--- src/hw/rtl/clp_pkg.sv ---
`timescale 1ns / 1ps
`default_nettype none
// ----------------------------------------------------------------------------
// clp_pkg
// Shared types, codes and helpers for the command line parser.
// ----------------------------------------------------------------------------
package clp_pkg;

   localparam int SEQ_BITS = 16;

   typedef logic [1:0] verdict_type;
   localparam verdict_type VERDICT_REJECT = 2'd0;
   localparam verdict_type VERDICT_ENABLE = 2'd1;
   localparam verdict_type VERDICT_SIMPLE = 2'd2;

   typedef logic [2:0] phase_type;
   localparam phase_type PH_START  = 3'd0;
   localparam phase_type PH_SECOND = 3'd1;
   localparam phase_type PH_THIRD  = 3'd2;
   localparam phase_type PH_FIELD1 = 3'd3;
   localparam phase_type PH_SEQ    = 3'd4;
   localparam phase_type PH_DEAD   = 3'd5;

   localparam logic [7:0] CHAR_E     = 8'h45;
   localparam logic [7:0] CHAR_N     = 8'h4E;
   localparam logic [7:0] CHAR_COMMA = 8'h2C;
   localparam logic [7:0] CHAR_MINUS = 8'h2D;
   localparam logic [7:0] CHAR_ZERO  = 8'h30;
   localparam logic [7:0] CHAR_NINE  = 8'h39;

   localparam logic [31:0] POS_LIMIT = 32'd2147483647;
   localparam logic [31:0] NEG_LIMIT = 32'd2147483648;

   // acc * 10 + d, four guard bits flag a 32-bit overflow
   function automatic logic [35:0] mul10_add(input logic [31:0] acc, input logic [3:0] d);
      logic [35:0] acc_ext;
      acc_ext = {4'd0, acc};
      mul10_add = (acc_ext << 3) + (acc_ext << 1) + {32'd0, d};
   endfunction

endpackage
`default_nettype wire

--- src/hw/rtl/command_line_parser_unit.sv ---
`timescale 1ns / 1ps
`default_nettype none
// A line-ending request shows its result on rsp in the cycle after acceptance.
// Throughput: one character per cycle while req_tready is high; each character updates the
// accumulators (multiply by ten and add) in the cycle it is accepted.
// req_tready drops only while a result waits in the output register and rsp_tready is low.
// Reset (synchronous, active high) clears the line state, the opcode and the output valid.
// ----------------------------------------------------------------------------
// command_line_parser_unit
// Parses enable and simple command lines one character at a time and gives
// one verdict per line.
// ----------------------------------------------------------------------------
module command_line_parser_unit (
   input  wire logic        clock,
   input  wire logic        reset,
   input  wire logic        req_tvalid,
   output logic             req_tready,
   input  wire logic [7:0]  req_tdata,   // [7:0] char_in
   output logic             rsp_tvalid,
   input  wire logic        rsp_tready,
   output logic [55:0]      rsp_tdata,   // [1:0] verdict, [33:2] setpoint_out,
                                         // [49:34] sequence_out, [55:50] zero
   input  wire logic        csr_valid,
   output logic             csr_ready,
   input  wire logic [23:0] csr_data     // simple_opcode
);

   clp_pkg::phase_type en_phase_ff, en_phase_in;
   clp_pkg::phase_type sm_phase_ff, sm_phase_in;
   logic [31:0] mag_ff, mag_in;
   logic        neg_ff, neg_in;
   logic [31:0] en_seq_ff, en_seq_in;
   logic [31:0] sm_seq_ff, sm_seq_in;
   logic [1:0]  seen_ff, seen_in;
   logic [23:0] opcode_ff;

   logic        rsp_valid_ff, rsp_valid_in;
   clp_pkg::verdict_type verdict_ff, verdict_in;
   logic [31:0] setpoint_ff, setpoint_in;
   logic [15:0] sequence_ff, sequence_in;

   logic        req_fire;
   logic        is_digit;
   logic [3:0]  digit;
   logic [35:0] mag_next, en_seq_next, sm_seq_next;
   logic        mag_ok, en_seq_ok, sm_seq_ok;
   logic [7:0]  op_char;
   logic        op_ok;
   logic [31:0] limit;

   assign csr_ready  = 1'b1;
   assign req_tready = !rsp_valid_ff || rsp_tready;
   assign req_fire   = req_tvalid && req_tready;

   assign is_digit   = (req_tdata >= clp_pkg::CHAR_ZERO) && (req_tdata <= clp_pkg::CHAR_NINE);
   // ASCII digits carry their value in the low nibble
   assign digit      = is_digit ? req_tdata[3:0] : 4'd0;

   assign mag_next    = clp_pkg::mul10_add(mag_ff, digit);
   assign en_seq_next = clp_pkg::mul10_add(en_seq_ff, digit);
   assign sm_seq_next = clp_pkg::mul10_add(sm_seq_ff, digit);
   assign mag_ok      = (mag_next[35:32] == 4'd0);
   assign en_seq_ok   = (en_seq_next[35:32] == 4'd0);
   assign sm_seq_ok   = (sm_seq_next[35:32] == 4'd0);

   assign op_ok = (opcode_ff[23:16] != 8'd0) && (opcode_ff[15:8] != 8'd0)
               && (opcode_ff[7:0] != 8'd0);
   assign limit = neg_ff ? clp_pkg::NEG_LIMIT : clp_pkg::POS_LIMIT;

   always_comb begin
      unique case (sm_phase_ff)
         clp_pkg::PH_START:  op_char = opcode_ff[23:16];
         clp_pkg::PH_SECOND: op_char = opcode_ff[15:8];
         default:            op_char = opcode_ff[7:0];
      endcase
   end

   // line state
   always_comb begin
      en_phase_in = en_phase_ff;
      sm_phase_in = sm_phase_ff;
      mag_in      = mag_ff;
      neg_in      = neg_ff;
      en_seq_in   = en_seq_ff;
      sm_seq_in   = sm_seq_ff;
      seen_in     = seen_ff;
      if (req_fire) begin
         if (req_tdata == 8'd0) begin
            // end of line: start over
            en_phase_in = clp_pkg::PH_START;
            sm_phase_in = clp_pkg::PH_START;
            mag_in      = '0;
            neg_in      = 1'b0;
            en_seq_in   = '0;
            sm_seq_in   = '0;
            seen_in     = '0;
         end else begin
            unique case (en_phase_ff)
               clp_pkg::PH_START:
                  en_phase_in = (req_tdata == clp_pkg::CHAR_E) ? clp_pkg::PH_SECOND
                                                               : clp_pkg::PH_DEAD;
               clp_pkg::PH_SECOND:
                  en_phase_in = (req_tdata == clp_pkg::CHAR_N) ? clp_pkg::PH_THIRD
                                                               : clp_pkg::PH_DEAD;
               clp_pkg::PH_THIRD:
                  en_phase_in = (req_tdata == clp_pkg::CHAR_COMMA) ? clp_pkg::PH_FIELD1
                                                                   : clp_pkg::PH_DEAD;
               clp_pkg::PH_FIELD1: begin
                  priority if (is_digit) begin
                     if (mag_ok) begin
                        mag_in     = mag_next[31:0];
                        seen_in[0] = 1'b1;
                     end else begin
                        en_phase_in = clp_pkg::PH_DEAD;
                     end
                  end else if (req_tdata == clp_pkg::CHAR_MINUS && !seen_ff[0] && !neg_ff) begin
                     neg_in = 1'b1;
                  end else if (req_tdata == clp_pkg::CHAR_COMMA && seen_ff[0]) begin
                     if (mag_ff > limit) begin
                        en_phase_in = clp_pkg::PH_DEAD;
                     end else begin
                        en_phase_in = clp_pkg::PH_SEQ;
                        seen_in[0]  = 1'b0;
                     end
                  end else begin
                     en_phase_in = clp_pkg::PH_DEAD;
                  end
               end
               clp_pkg::PH_SEQ: begin
                  if (is_digit && en_seq_ok) begin
                     en_seq_in  = en_seq_next[31:0];
                     seen_in[0] = 1'b1;
                  end else begin
                     en_phase_in = clp_pkg::PH_DEAD;
                  end
               end
               default: en_phase_in = clp_pkg::PH_DEAD;
            endcase

            unique case (sm_phase_ff)
               clp_pkg::PH_START, clp_pkg::PH_SECOND, clp_pkg::PH_THIRD:
                  sm_phase_in = (req_tdata == op_char) ? sm_phase_ff + 3'd1
                                                       : clp_pkg::PH_DEAD;
               clp_pkg::PH_FIELD1:
                  sm_phase_in = (req_tdata == clp_pkg::CHAR_COMMA) ? clp_pkg::PH_SEQ
                                                                   : clp_pkg::PH_DEAD;
               clp_pkg::PH_SEQ: begin
                  if (is_digit && sm_seq_ok) begin
                     sm_seq_in  = sm_seq_next[31:0];
                     seen_in[1] = 1'b1;
                  end else begin
                     sm_phase_in = clp_pkg::PH_DEAD;
                  end
               end
               default: sm_phase_in = clp_pkg::PH_DEAD;
            endcase
         end
      end
   end

   // result register
   always_comb begin
      rsp_valid_in = rsp_valid_ff && !rsp_tready;
      verdict_in   = verdict_ff;
      setpoint_in  = setpoint_ff;
      sequence_in  = sequence_ff;
      if (req_fire && req_tdata == 8'd0) begin
         rsp_valid_in = 1'b1;
         verdict_in   = clp_pkg::VERDICT_REJECT;
         setpoint_in  = '0;
         sequence_in  = '0;
         priority if (en_phase_ff == clp_pkg::PH_SEQ && seen_ff[0]
                      && (en_seq_ff >> clp_pkg::SEQ_BITS) == 32'd0) begin
            verdict_in  = clp_pkg::VERDICT_ENABLE;
            setpoint_in = neg_ff ? (32'd0 - mag_ff) : mag_ff;
            sequence_in = en_seq_ff[15:0];
         end else if (op_ok && sm_phase_ff == clp_pkg::PH_SEQ && seen_ff[1]
                      && (sm_seq_ff >> clp_pkg::SEQ_BITS) == 32'd0) begin
            verdict_in  = clp_pkg::VERDICT_SIMPLE;
            sequence_in = sm_seq_ff[15:0];
         end else begin
            verdict_in = clp_pkg::VERDICT_REJECT;
         end
      end
   end

   always_ff @(posedge clock) begin
      if (reset) begin
         en_phase_ff  <= clp_pkg::PH_START;
         sm_phase_ff  <= clp_pkg::PH_START;
         mag_ff       <= '0;
         neg_ff       <= 1'b0;
         en_seq_ff    <= '0;
         sm_seq_ff    <= '0;
         seen_ff      <= '0;
         opcode_ff    <= '0;
         rsp_valid_ff <= 1'b0;
      end else begin
         en_phase_ff  <= en_phase_in;
         sm_phase_ff  <= sm_phase_in;
         mag_ff       <= mag_in;
         neg_ff       <= neg_in;
         en_seq_ff    <= en_seq_in;
         sm_seq_ff    <= sm_seq_in;
         seen_ff      <= seen_in;
         rsp_valid_ff <= rsp_valid_in;
         if (csr_valid && csr_ready) begin
            opcode_ff <= csr_data;
         end
      end
   end

   always_ff @(posedge clock) begin
      verdict_ff  <= verdict_in;
      setpoint_ff <= setpoint_in;
      sequence_ff <= sequence_in;
   end

   assign rsp_tvalid = rsp_valid_ff;
   assign rsp_tdata  = {6'd0, sequence_ff, setpoint_ff, verdict_ff};

endmodule
`default_nettype wire

--- config.mk ---
export PLATFORM = sky130hd
export DESIGN_NAME = command_line_parser_unit
export DESIGN_NICKNAME = d
export VERILOG_FILES = /design/src/hw/rtl/clp_pkg.sv /design/src/hw/rtl/command_line_parser_unit.sv
export SDC_FILE = /design/constraint.sdc
export NUM_CORES = 1
export LEC_CHECK = 0
export BUFFER_PORTS_ARGS = -buffer_cell sky130_fd_sc_hd__buf_2
export CAP_MARGIN = 0
export CORE_MARGIN = 2
export CORE_UTILIZATION = 30
export DETAILED_ROUTE_END_ITERATION = 12
export HOLD_SLACK_MARGIN = 0.12
export MAX_ROUTING_LAYER = met4
export PLACE_DENSITY_LB_ADDON = 0.2
export SYNTH_ARGS = -nofsm -noshare
export SYNTH_HDL_FRONTEND = slang
export SYNTH_SLANG_ARGS = --single-unit
--- constraint.sdc ---
create_clock -name clock -period 9.5 [get_ports clock]
set_input_delay 0.475 -clock clock [delete_from_list [all_inputs] [get_ports clock]]
set_output_delay 0.475 -clock clock [all_outputs]
set_load 0.01 [all_outputs]
After elaboration in Yosys (flattened, before gate mapping)
Index checks and enable logic that the tools add are counted.

Register bits: 180. Input bits: 37. Word-level logic and storage cells: 143.

$add $sub $neg: 8. Magnitude comparators: 3. Eq/ne operators: 22. Multiplexer cells: 48. Reductions and logical operators: 49.

Operator list (count): 32-bit two-way mux (12); 35-bit by 33-bit adder with 36-bit output (3); 36-bit by 4-bit adder with 36-bit output (3); 32-bit zero test (2); 3-bit two-way mux (12); 32-bit greater-than comparator (1); 16-bit two-way mux (2); 1-bit by 32-bit subtractor with 32-bit output, first input constant (1); 8-bit nonzero test (3); 4-bit != test, second input constant (5); 8-bit by 6-bit == test with 1-bit output, second input constant (2); 8-bit by 7-bit == test with 1-bit output, second input constant (2); 1-bit logical AND (16); 8-bit one-hot mux with 2 select lines (1); 2-bit nonzero test (8); 1-bit two-way mux (15); 3-bit one-hot mux with 5 select lines (1); 3-bit by 2-bit == test with 1-bit output, second input constant (4); 4-bit zero test (3); 4-bit AND reduction (3); 3-bit != test, second input constant (3); 3-bit one-hot mux with 3 select lines (1); 8-bit == test (1); 8-bit by 6-bit >= comparator with 1-bit output, second input constant (1); other kinds (17) (25).

Longest topological paths before layout
Gate-level depths: netlist of run 1.

Depth in word-level cells: 9. Gate-level depth with buffers: 18. Gate-level depth less buffers: 16.

Least setup slack after synthesis of run 1
OpenSTA, ideal clock, no wires.

Path type: input to register. Start point: in req_tdata[6]. End point: reg sm_seq_ff[11]. Setup time: 0.065 ns. Arrival: 4.101 ns. Data required time: 9.435 ns. Slack: 5.334 ns. Stages: 16. Buffers on the path: 0. Cell sequence: and4bb_2 and3b_1 ha_1 ha_1 inv_1 fa_1 and2b_1 o31ai_2 a2111o_1 a2111o_1 a21oi_2 o31a_2 o22ai_4 nor3_4 mux2_2 nor2_1.

Longest elaborated chain between the ends: 8. Elaborated cells on any way between the ends: 14. Classes of those cells: 1 x add/sub; 2 x order compare; 4 x mux; 7 x reduce/logical.

Ends and longest elaborated chain: start: declaration (line command_line_parser_unit.sv:18) `input wire logic [7:0] req_tdata,`; 8-bit by 6-bit >= comparator with 1-bit output or 8-bit by 6-bit <= comparator with 1-bit output (tied branches) (line command_line_parser_unit.sv:55) `assign is_digit = (req_tdata >= clp_pkg::CHAR_ZERO) && (req_tdata <= clp_pkg::CHAR_NINE);`; 1-bit logical AND (line command_line_parser_unit.sv:55); 4-bit two-way mux (line command_line_parser_unit.sv:57) `assign digit = is_digit ? req_tdata[3:0] : 4'd0;`; 36-bit by 4-bit adder with 36-bit output (line clp_pkg.sv:38) `mul10_add = (acc_ext << 3) + (acc_ext << 1) + {32'd0, d};`; 4-bit zero test (line command_line_parser_unit.sv:64) `assign sm_seq_ok = (sm_seq_next[35:32] == 4'd0);`; 1-bit logical AND (line command_line_parser_unit.sv:148) `if (is_digit && sm_seq_ok) begin`; 2-bit nonzero test (no source line); 3-bit AND reduction (no source line); end signal: assignment (line command_line_parser_unit.sv:204) `sm_seq_ff <= sm_seq_in;`; end: declaration (line command_line_parser_unit.sv:33) `logic [31:0] sm_seq_ff, sm_seq_in;`.

Several ways; a longest one is shown, not always the timed one. The select of a mux whose other input is x is not followed. A chain may end at the register's enable or synchronous reset.

Worst setup path in the final report of run 1
Start point: in req_tdata[1]. End point: reg sm_seq_ff[9].

Same word-level chain as after synthesis.

==> results of run 1 <==
## area by class of cell
type,count,area share (%)
diodes,1,0.0145
clock buffers,21,2.72
clock inverters,11,0.927
inverters,37,0.804
multi-input cells,1541,63.8
flip-flops and latches,180,23.8
well taps,680,4.92
repair buffers,98,3.00
## cell usage in the layout, fill, tap and decap left out, drive strengths merged, types with 16 or more instances in the layout
cell      n
nand2   174
and3     22
o21ai    83
ha      230
nor3     29
a21o     47
nand4    34
xnor2    57
nor2    135
mux2i    32
o211ai   18
a31oi    30
nand3b   18
buf      98
nor4     21
xor2     64
edfxtp   50
nand3   101
nand2b   27
a22o     46
inv      41
a211oi   16
a21oi   164
clkbuf   21
dfxtp   130
## per-stage QoR
stage | hold slack [ns] | instance area, um2 | cells | utilization [%] | total power, uW
after floorplan | 0.440 | 15800 | 1860 | - | 862
after CTS | 0.191 | 17300 | 2568 | 33.5 | 1680
after detailed placement | 0.459 | 16600 | 2536 | 32.2 | 886
after global routing | 0.206 | 17300 | 2569 | 33.5 | 1720
after global placement | 0.459 | 16600 | 2536 | 32.2 | 885
final | 0.222 | 17300 | 2569 | 33.5 | 1650
## kinds of logic (layout without fill, tap and decap cells)
group / Yosys count / after routing
adders and majority gates: 233 / 233
buffers and inverters: 139 / 167
and+or+nand+nor: 632 / 632
DFF: 180 / 180
other: 2 / 8
AOI/OAI and AO/OA: 511 / 511
muxes: 37 / 37
xor gates and xnor gates: 121 / 121
## metal layers
metal,up-vias,GRT usage (%)
met2,209,27.2
met5,-,-
met1,6584,22.8
met3,49,2.88
li1,6971,-
met4,0,4.76
## flip-flops by register name, summed over array words and instances (netlist names)
name,count
opcode_ff,24
verdict_ff,2
seen_ff,2
sm_phase_ff,3
neg_ff,1
sequence_ff,16
rsp_tvalid,1
sm_seq_ff,32
en_seq_ff,32
setpoint_ff,32
en_phase_ff,3
mag_ff,32
## power by group through the flow
stage          Clock [uW]  Sequential, uW  Combinational [uW]
3_5_place_dp            0             816                69.7
6_report              786             799                69.3
2_1_floorplan           0             814                48.1
4_1_cts               814             798                69.8
5_1_grt               842             800                76.7
3_3_place_gp            0             816                68.8
## worst max path at each step
stage / start / to / slack, ns / depth (start not counted)
4_1_cts: req_tdata[1] / sm_seq_ff[9] / 4.78 / 17
3_3_place_gp: req_tdata[6] / sm_seq_ff[9] / 4.33 / 17
3_5_place_dp: req_tdata[1] / sm_seq_ff[9] / 4.26 / 17
5_1_grt: req_tdata[1] / sm_seq_ff[11] / 4.43 / 16
2_1_floorplan: req_tdata[6] / sm_seq_ff[11] / 5.33 / 16
6_report: req_tdata[1] / sm_seq_ff[9] / 4.75 / 17
## worst max-delay path: stages
cell      delay [ns]
buf_2           0.15
o21ai_0         0.34
and3_1          0.28
ha_1            0.17
ha_1            0.18
inv_1           0.06
fa_1            0.40
and2b_1         0.24
o31ai_2         0.09
a2111o_1        0.43
a2111o_1        0.47
a21oi_2         0.19
o31a_2          0.20
o22ai_4         0.21
nor3_4          0.80
mux2_2          0.41
nor2_1          0.07
==> out/results.ini, run 1 <==
[critical_path]
worstSetupPathType = in2reg
arrival_ns = 5.18
reg2reg_to = sm_seq_ff[9]
end_kind = flop
r2r_cells = 14
rrSetupSlack_ns = 4.88
crit_fanout = 25
cp.required_ns = 9.92
crit_path_start_kind = input port
reg2reg_from = sm_seq_ff[2]

[power]
p_comb_share_pct = 4.2
power_leakage_uw = 0.00791
ir_worst_vdd_uv = 150
switching_power_uw = 398
power.internal_uw = 1260
power_frac_clock_pct = 47.5
power_frac_seq_pct = 48.3
p_per_area_mw_per_mm2 = 95.8
switching_share_pct = 24.1

[sta]
timing.setup.tns_ns = 0
fin_skew_ns = 0.0181
setup_viol = 0
relSlewSlack_pct = 34.0
max_freq_mhz = 210
fin_crit_sh_pct = 50.0
rsz0062_at_grt = false
worst_slack_ns = 4.75
worst_pin_slew_ns = 0.991
period_minus_slack_ns = 4.75
slew_viol_final = 0
final_hold_viol_count = 0

[synthesis]
synth_ff_type = dfxtp_1
synth_top_area_share_pct = 18.3
synth_xor_xnor_area_share_pct = 6.73
synthCells = 1855
synth-seq-cells = 180
synth.most_common_cell = ha_1
synth-simple-area-share_pct = 20.2
syn_avg_cell_area_um2 = 8.49
synth_fa_ha_area_share_pct = 18.7
muxShareOfSynthArea_pct = 2.39
synthTopCellsByArea = ha_1 18%, dfxtp_1 17%, edfxtp_1 9.5%
ys_types = 95
yosys.area.top_type = ha_1
yosys_warnings = 0
netlist_area_mm2 = 0.0157
synth_edf_count = 50
synth.top_cells.by_count = 230 x ha_1, 174 x nand2_1, 162 x a21oi_1, 133 x nor2_1, 130 x dfxtp_1
synth_compound_area_share_pct = 21.9
yosysSeqAreaShare_pct = 26.1
synth_top_family_by_area = compound AO/OA/AOI/OAI gates
ys_async_sr_fraction_pct = 0

[route]
first_pass_iters = 5
drt-met1-wl_um = 22100
wl_met2_um = 20800
drt_wl_total_um = 45100
num_vias = 13800
drc_errors = 0
maxUsedRoutingLayer = met4
drt_iter0_markers = 810
vias_per_cell = 5.38
ant_nets = 0
wl_met3_um = 1480
post_drt_wl_per_cell_um = 17.6

[floorplanning]
chipHeight_um = 233
die_w_um = 233
rows = 83
coreArea_mm2 = 0.0516
die_area_mm2 = 0.0543
initial_core_util_pct = 30.5
io_pins = 96

[layout]
area_growth_pct = 9.73
finalNetCount = 2145
fillers = 5388
drive_above_1_share_pct = 9.59
ff_latch_area_mm2 = 0.00411
multiInputGateArea_mm2 = 0.0110

[cts]
cts_root_buf = clkbuf_16
ctsResizeCount = 0
clock-sinks = 180
cts_tree = yes
hold_buffers = 0
cts_max_level = 4
clockBufferDepth = 2
path_clk_slew_ns = 0.07
cts_buffers = 17
cts_setup_buffers = 0
worstSkewPairLatency_ns = 0.50

[global_routing]
grt_pass1_vias = 13400
grt_overflow = 0
grt_pass1_wl_um = 72200
grt_max_degree = 84
grt.total_usage_pct = 17.3
antenna_found_initial = 1

[worst_hold_path]
hp-start = csr_data[5]
min_path_cells = 3
holdPathEnd = opcode_ff[5]
hp-class = in2reg

[placed_design]
gp_congestion = 0.893
io_buffers = 88
post-place-ws_ns = 4.26
place.detailed.hpwl_um = 33800

[run_status]
outcome = finished, final reports clean

[job]
maxCapViolations = 0

Note: power is estimated with default switching activity, not from simulation.
==> run 2: changes to the inputs <==
==> constraint.sdc (replaced) <==
create_clock -name clock -period 4.62 [get_ports clock]
set_input_delay 0.231 -clock clock [delete_from_list [all_inputs] [get_ports clock]]
set_output_delay 0.231 -clock clock [all_outputs]
set_load 0.01 [all_outputs]
==> run 2 against run 1 <==
  * Wire length grew 0.84%
  * Total power grew 100%
  * Register-to-register slack worse by 4.4 ns
  * Combinational power is 140% higher
  * Cell count increased by 2.2%
  * Sequential share of layout area decreased by 0.63 points
  * Utilization grew 0.91 points
  * Highest routed layer unchanged
==> out/results.ini, run 2 (synthesis results as in run 1) <==
[run_status]
outcome = finished, final reports clean

[critical_path]
arrival_ns = 4.62
crit_slowest_cell = o21ai_0
cp.required_ns = 5.05
crit_path_start_kind = input port
worstSetupPathType = in2reg
end_kind = flop
crit_chain = buf_2 -> o21ai_0 -> and3_1 -> ha_1 -> ha_1 -> inv_1 -> fa_1 -> and2b_1 -> o31ai_2 -> a2111o_1 -> a211oi_2 -> a2bb2oi_2 -> o31ai_2 -> o211ai_4 -> a21o_1 -> nand2_1 -> a31oi_1
crit_fanout = 17
slowest_delay_ns = 0.57

[floorplanning]
initial_core_util_pct = 30.5
die_area_mm2 = 0.0543
coreArea_mm2 = 0.0516
io_pins = 96
die_w_um = 233
chipHeight_um = 233
rows = 83

[power]
power_leakage_uw = 0.00836
ir_worst_vdd_uv = 274
p_per_area_mw_per_mm2 = 189

[sta]
fin_skew_ns = 0.0197
slew_viol_final = 0
worst_pin_slew_ns = 1.18
relSlewSlack_pct = 20.8
period_minus_slack_ns = 4.19
rsz0062_at_grt = false
max_freq_mhz = 239
whs_ns = 0.182
fin_crit_sh_pct = 90.7
setup_viol = 0
timing.setup.tns_ns = 0
final_hold_viol_count = 0

[route]
ant_nets = 0
drc_errors = 0
num_vias = 14100
drt_iter0_markers = 687
post_drt_wl_per_cell_um = 17.3
drt_wl_total_um = 45500
first_pass_iters = 5
vias_per_cell = 5.37

[placed_design]
place.detailed.hpwl_um = 34600
post_dp_cell_area_mm2 = 0.0169
io_buffers = 88
gp_congestion = 0.883
placed_cells = 2567

[cts]
clock-sinks = 180
cts_buffers = 17
cts_max_level = 4
cts_root_buf = clkbuf_16
clockBufferDepth = 2
path_clk_slew_ns = 0.08
worstSkewPairLatency_ns = 0.50
cts_tree = yes

[layout]
layout.cells.most_common_list = 230 x ha_1, 173 x nand2_1, 162 x a21oi_1, 132 x nor2_1, 129 x dfxtp_1
fin_area_mm2 = 0.0177
final_common_cell = ha_1
finalNetCount = 2202
area_growth_pct = 12.7
drive_above_1_share_pct = 11.0
final_util_pct = 34.4
instances_no_fill = 2626

[global_routing]
grt_pass1_vias = 13800
grt_pass1_wl_um = 73300
grt_overflow = 0
grt.total_usage_pct = 17.4
antenna_found_initial = 1
grt_max_degree = 66

[worst_hold_path]
hp-class = in2reg

[job]
maxCapViolations = 0

-- run 2: cell types whose count changed in the layout (fill, tap and decap cells not counted), sizes merged --
cell | previous run | this run
dlygate4sd3 | 0 | 26
inv | 41 | 45
buf | 98 | 129
clkbuf | 21 | 19
bufinv | 3 | 1
-- run 2: area by class of cell --
type | count | area, um2
clock inverter | 13 | 138
sequential | 180 | 4110
multi-input combinational | 1541 | 11000
antenna | 1 | 2.50
timing repair buffer | 155 | 1020
fill | 5421 | 33900
tap | 680 | 851
clock buffer | 19 | 455
inverter | 37 | 139
-- run 2: critical path, delay by kind of cell --
family                     cells  cell delay (ns)
adders and majority gates      3             0.76
and+or+nand+nor                3             0.70
buffers and inverters          2             0.17
AOI/OAI and AO/OA              9             2.74
-- run 2: power by group --
part | leakage (uW) | total [uW] | switching, uW | internal, uW
clock network | 0.000291 | 1540 | 747 | 794
logic | 0.00651 | 167 | 97.7 | 69.6
registers | 0.00156 | 1640 | 14.2 | 1630
total | 0.00836 | 3350 | 859 | 2490
-- run 2: per-layer routing --
metal	global-route usage (%)	vias up	share of wire (%)
li1	-	7084	-
met1	22.3	6748	48
met2	28.2	212	47
met3	2.58	53	2.7
met4	5.67	0	2.2
met5	-	-	0
-- run 2: final timing paths --
path                                   start       endpoint  slack, ns  cells past startpoint
worst min-delay path                   reset     mag_ff[30]       0.18                      2
worst max-delay path            req_tdata[1]  sm_seq_ff[13]       0.43                     17
worst max register to register     mag_ff[0]     mag_ff[22]       0.50                     15
worst min register to register    seen_ff[1]     seen_ff[1]       0.50                      1
-- run 2: timing repair --
action | 4_1_cts | 5_1_grt
resized for setup | 0 | 0
buffers inserted | 0 | 0
hold buffers | 26 | 0
endpoints found under the hold margin | 27 | 0
-- run 2: stage by stage --
stage | setup slack [ns] | total power, uW
3_3_place_gp | 0.00597 | 1820
6_report | 0.430 | 3350
3_5_place_dp | -0.0846 | 1830
4_1_cts | 0.438 | 3400
2_1_floorplan | 0.698 | 1770
5_1_grt | 0.0700 | 3460
==> run 3: changes to the inputs <==
--- a/config.mk
+++ b/config.mk
@@ -9,10 +9,12 @@
 export CAP_MARGIN = 0
 export CORE_MARGIN = 2
 export CORE_UTILIZATION = 30
+export CTS_BUF_LIST = sky130_fd_sc_hd__clkbuf_4
 export DETAILED_ROUTE_END_ITERATION = 12
 export HOLD_SLACK_MARGIN = 0.12
 export MAX_ROUTING_LAYER = met4
 export PLACE_DENSITY_LB_ADDON = 0.2
+export SKIP_CTS_REPAIR_TIMING = 1
 export SYNTH_ARGS = -nofsm -noshare
 export SYNTH_HDL_FRONTEND = slang
 export SYNTH_SLANG_ARGS = --single-unit
==> run 3 against run 2 <==
  * Total power is 14% lower
  * Utilization rose by 0.21 points
  * Wire length up 0.86%
  * Clock skew increased by 0.020 ns
  * Cell count rose by 1.6%
  * Sequential power is essentially flat
  * Clock-buffer cell count fell by 1
  * Largest cell class unchanged
==> out/results.ini, run 3 (synthesis results as in run 1) <==
[sta]
timing.setup.tns_ns = 0
worst_pin_slew_ns = 1.19
setup_viol = 0
period_minus_slack_ns = 4.27
slew_viol_final = 0
relSlewSlack_pct = 20.4
max_freq_mhz = 234
fin_crit_sh_pct = 92.4
fin_skew_ns = 0.0393
rsz0062_at_grt = false
final_hold_viol_count = 0

[critical_path]
path_buf_inv = 4
crit_slowest_cell = dlygate4sd3_1
cp.required_ns = 5.32
crit_fanout = 20
arrival_ns = 4.97
slowest_delay_ns = 0.53
crit_path_start_kind = input port
cpMostUsedCell = ha_1
cp_top_family = simple AND/OR/NAND/NOR gates
crit_chain = dlygate4sd3_1 -> buf_2 -> and4bb_2 -> and3b_1 -> ha_1 -> ha_1 -> inv_1 -> fa_1 -> nor2b_1 -> o31a_1 -> a31o_2 -> o41ai_4 -> o21ai_1 -> xor2_1 -> nor4b_2 -> and2_1 -> and2b_1 -> buf_4 -> a22o_1
end_kind = flop
rrSetupSlack_ns = 0.45
worstSetupPathType = in2reg

[layout]
fillers = 5427
layout.cells.most_common_list = 230 x ha_1, 173 x nand2_1, 162 x a21oi_1, 132 x nor2_1, 129 x dfxtp_1
drive_above_1_share_pct = 10.7
finalNetCount = 2241
area_growth_pct = 13.4
instances_no_fill = 2668
final_common_cell = ha_1

[cts]
clock-sinks = 180
worstSkewPairLatency_ns = 0.78
cts_root_buf = clkbuf_4
cts_max_level = 4
path_clk_slew_ns = 0.16
cts_tree = yes
clockBufferDepth = 2
cts_buffers = 17

[placed_design]
io_buffers = 88
placed_cells = 2567
place.detailed.hpwl_um = 34600
gp_congestion = 0.883

[global_routing]
antenna_found_initial = 4
grt_pass1_wl_um = 72700
grt_pass1_vias = 13700
grt_overflow = 0
grt.total_usage_pct = 17.3
grt_max_degree = 66

[power]
p_per_area_mw_per_mm2 = 161
power.internal_uw = 2070
power_leakage_uw = 0.00839
p_comb_share_pct = 7.0
switching_share_pct = 28.0
power_frac_clock_pct = 35.8
switching_power_uw = 804
power_frac_seq_pct = 57.1
ir_worst_vdd_uv = 165

[route]
drc_errors = 0
drt_iter0_markers = 657
ant_nets = 0
vias_per_cell = 5.35
num_vias = 14300
first_pass_iters = 5
drt_wl_total_um = 45900
post_drt_wl_per_cell_um = 17.2

[run_status]
outcome = finished, final reports clean

[floorplanning]
die_area_mm2 = 0.0543
chipHeight_um = 233
initial_core_util_pct = 30.5
die_w_um = 233
rows = 83
coreArea_mm2 = 0.0516
io_pins = 96

[worst_hold_path]
hp-class = in2reg

[job]
maxCapViolations = 0

run 3: worst min-delay path, cell delays in order:
cell and delay (ns):
buf_2 0.12, nor4_1 0.11, nand4_1 0.12, nand2_1 0.12
nand3b_1 0.10, nand2_1 0.05
run 3: power by group through the flow:
stage	Combinational [uW]	Clock, uW	Sequential, uW
2_1_floorplan	98.9	0	1670
3_3_place_gp	147	0	1680
3_5_place_dp	150	0	1680
4_1_cts	150	1080	1640
5_1_grt	220	1120	1650
6_report	202	1030	1640
run 3: stage by stage:
step | instance area [um2] | hold WS, ns | setup slack [ns] | util [%] | power (uW)
after floorplan | 15800 | 0.378 | 0.698 | - | 1770
after global placement | 16900 | 0.456 | 0.00597 | 32.7 | 1820
after detailed placement | 16900 | 0.473 | -0.0846 | 32.7 | 1830
after CTS | 17200 | -0.412 | 0.452 | 33.3 | 2870
after global routing | 17900 | 0.121 | 0.159 | 34.6 | 2990
final | 17900 | 0.117 | 0.350 | 34.6 | 2880
run 3: final timing paths:
| check | startpoint | end | cells past startpoint |
|---|---|---|---|
| setup / recovery | req_tdata[7] | mag_ff[6] | 19 |
| setup reg to reg | mag_ff[0] | mag_ff[6] | 15 |
| hold / removal | req_tdata[4] | en_phase_ff[0] | 6 |
| hold reg to reg | en_phase_ff[0] | en_phase_ff[0] | 2 |
run 3: layout make-up:
class	count	area (um2)	share of cell area (%)
Clock buffer	18	135	0.757
Antenna cell	4	10.0	0.0561
Multi-Input combinational cell	1541	11000	61.8
Clock inverter	14	168	0.939
Tap cell	680	851	4.77
Sequential cell	180	4110	23.0
Timing Repair Buffer	194	1410	7.92
Inverter	37	139	0.778
run 3: per-layer routing:
layer / track usage [%] / up-vias / routed length (um)
li1: - / 7164 / -
met3: 2.72 / 62 / 1190
met4: 6.05 / 0 / 1120
met1: 22.1 / 6816 / 22100
met2: 27.7 / 228 / 21500
met5: - / - / 0
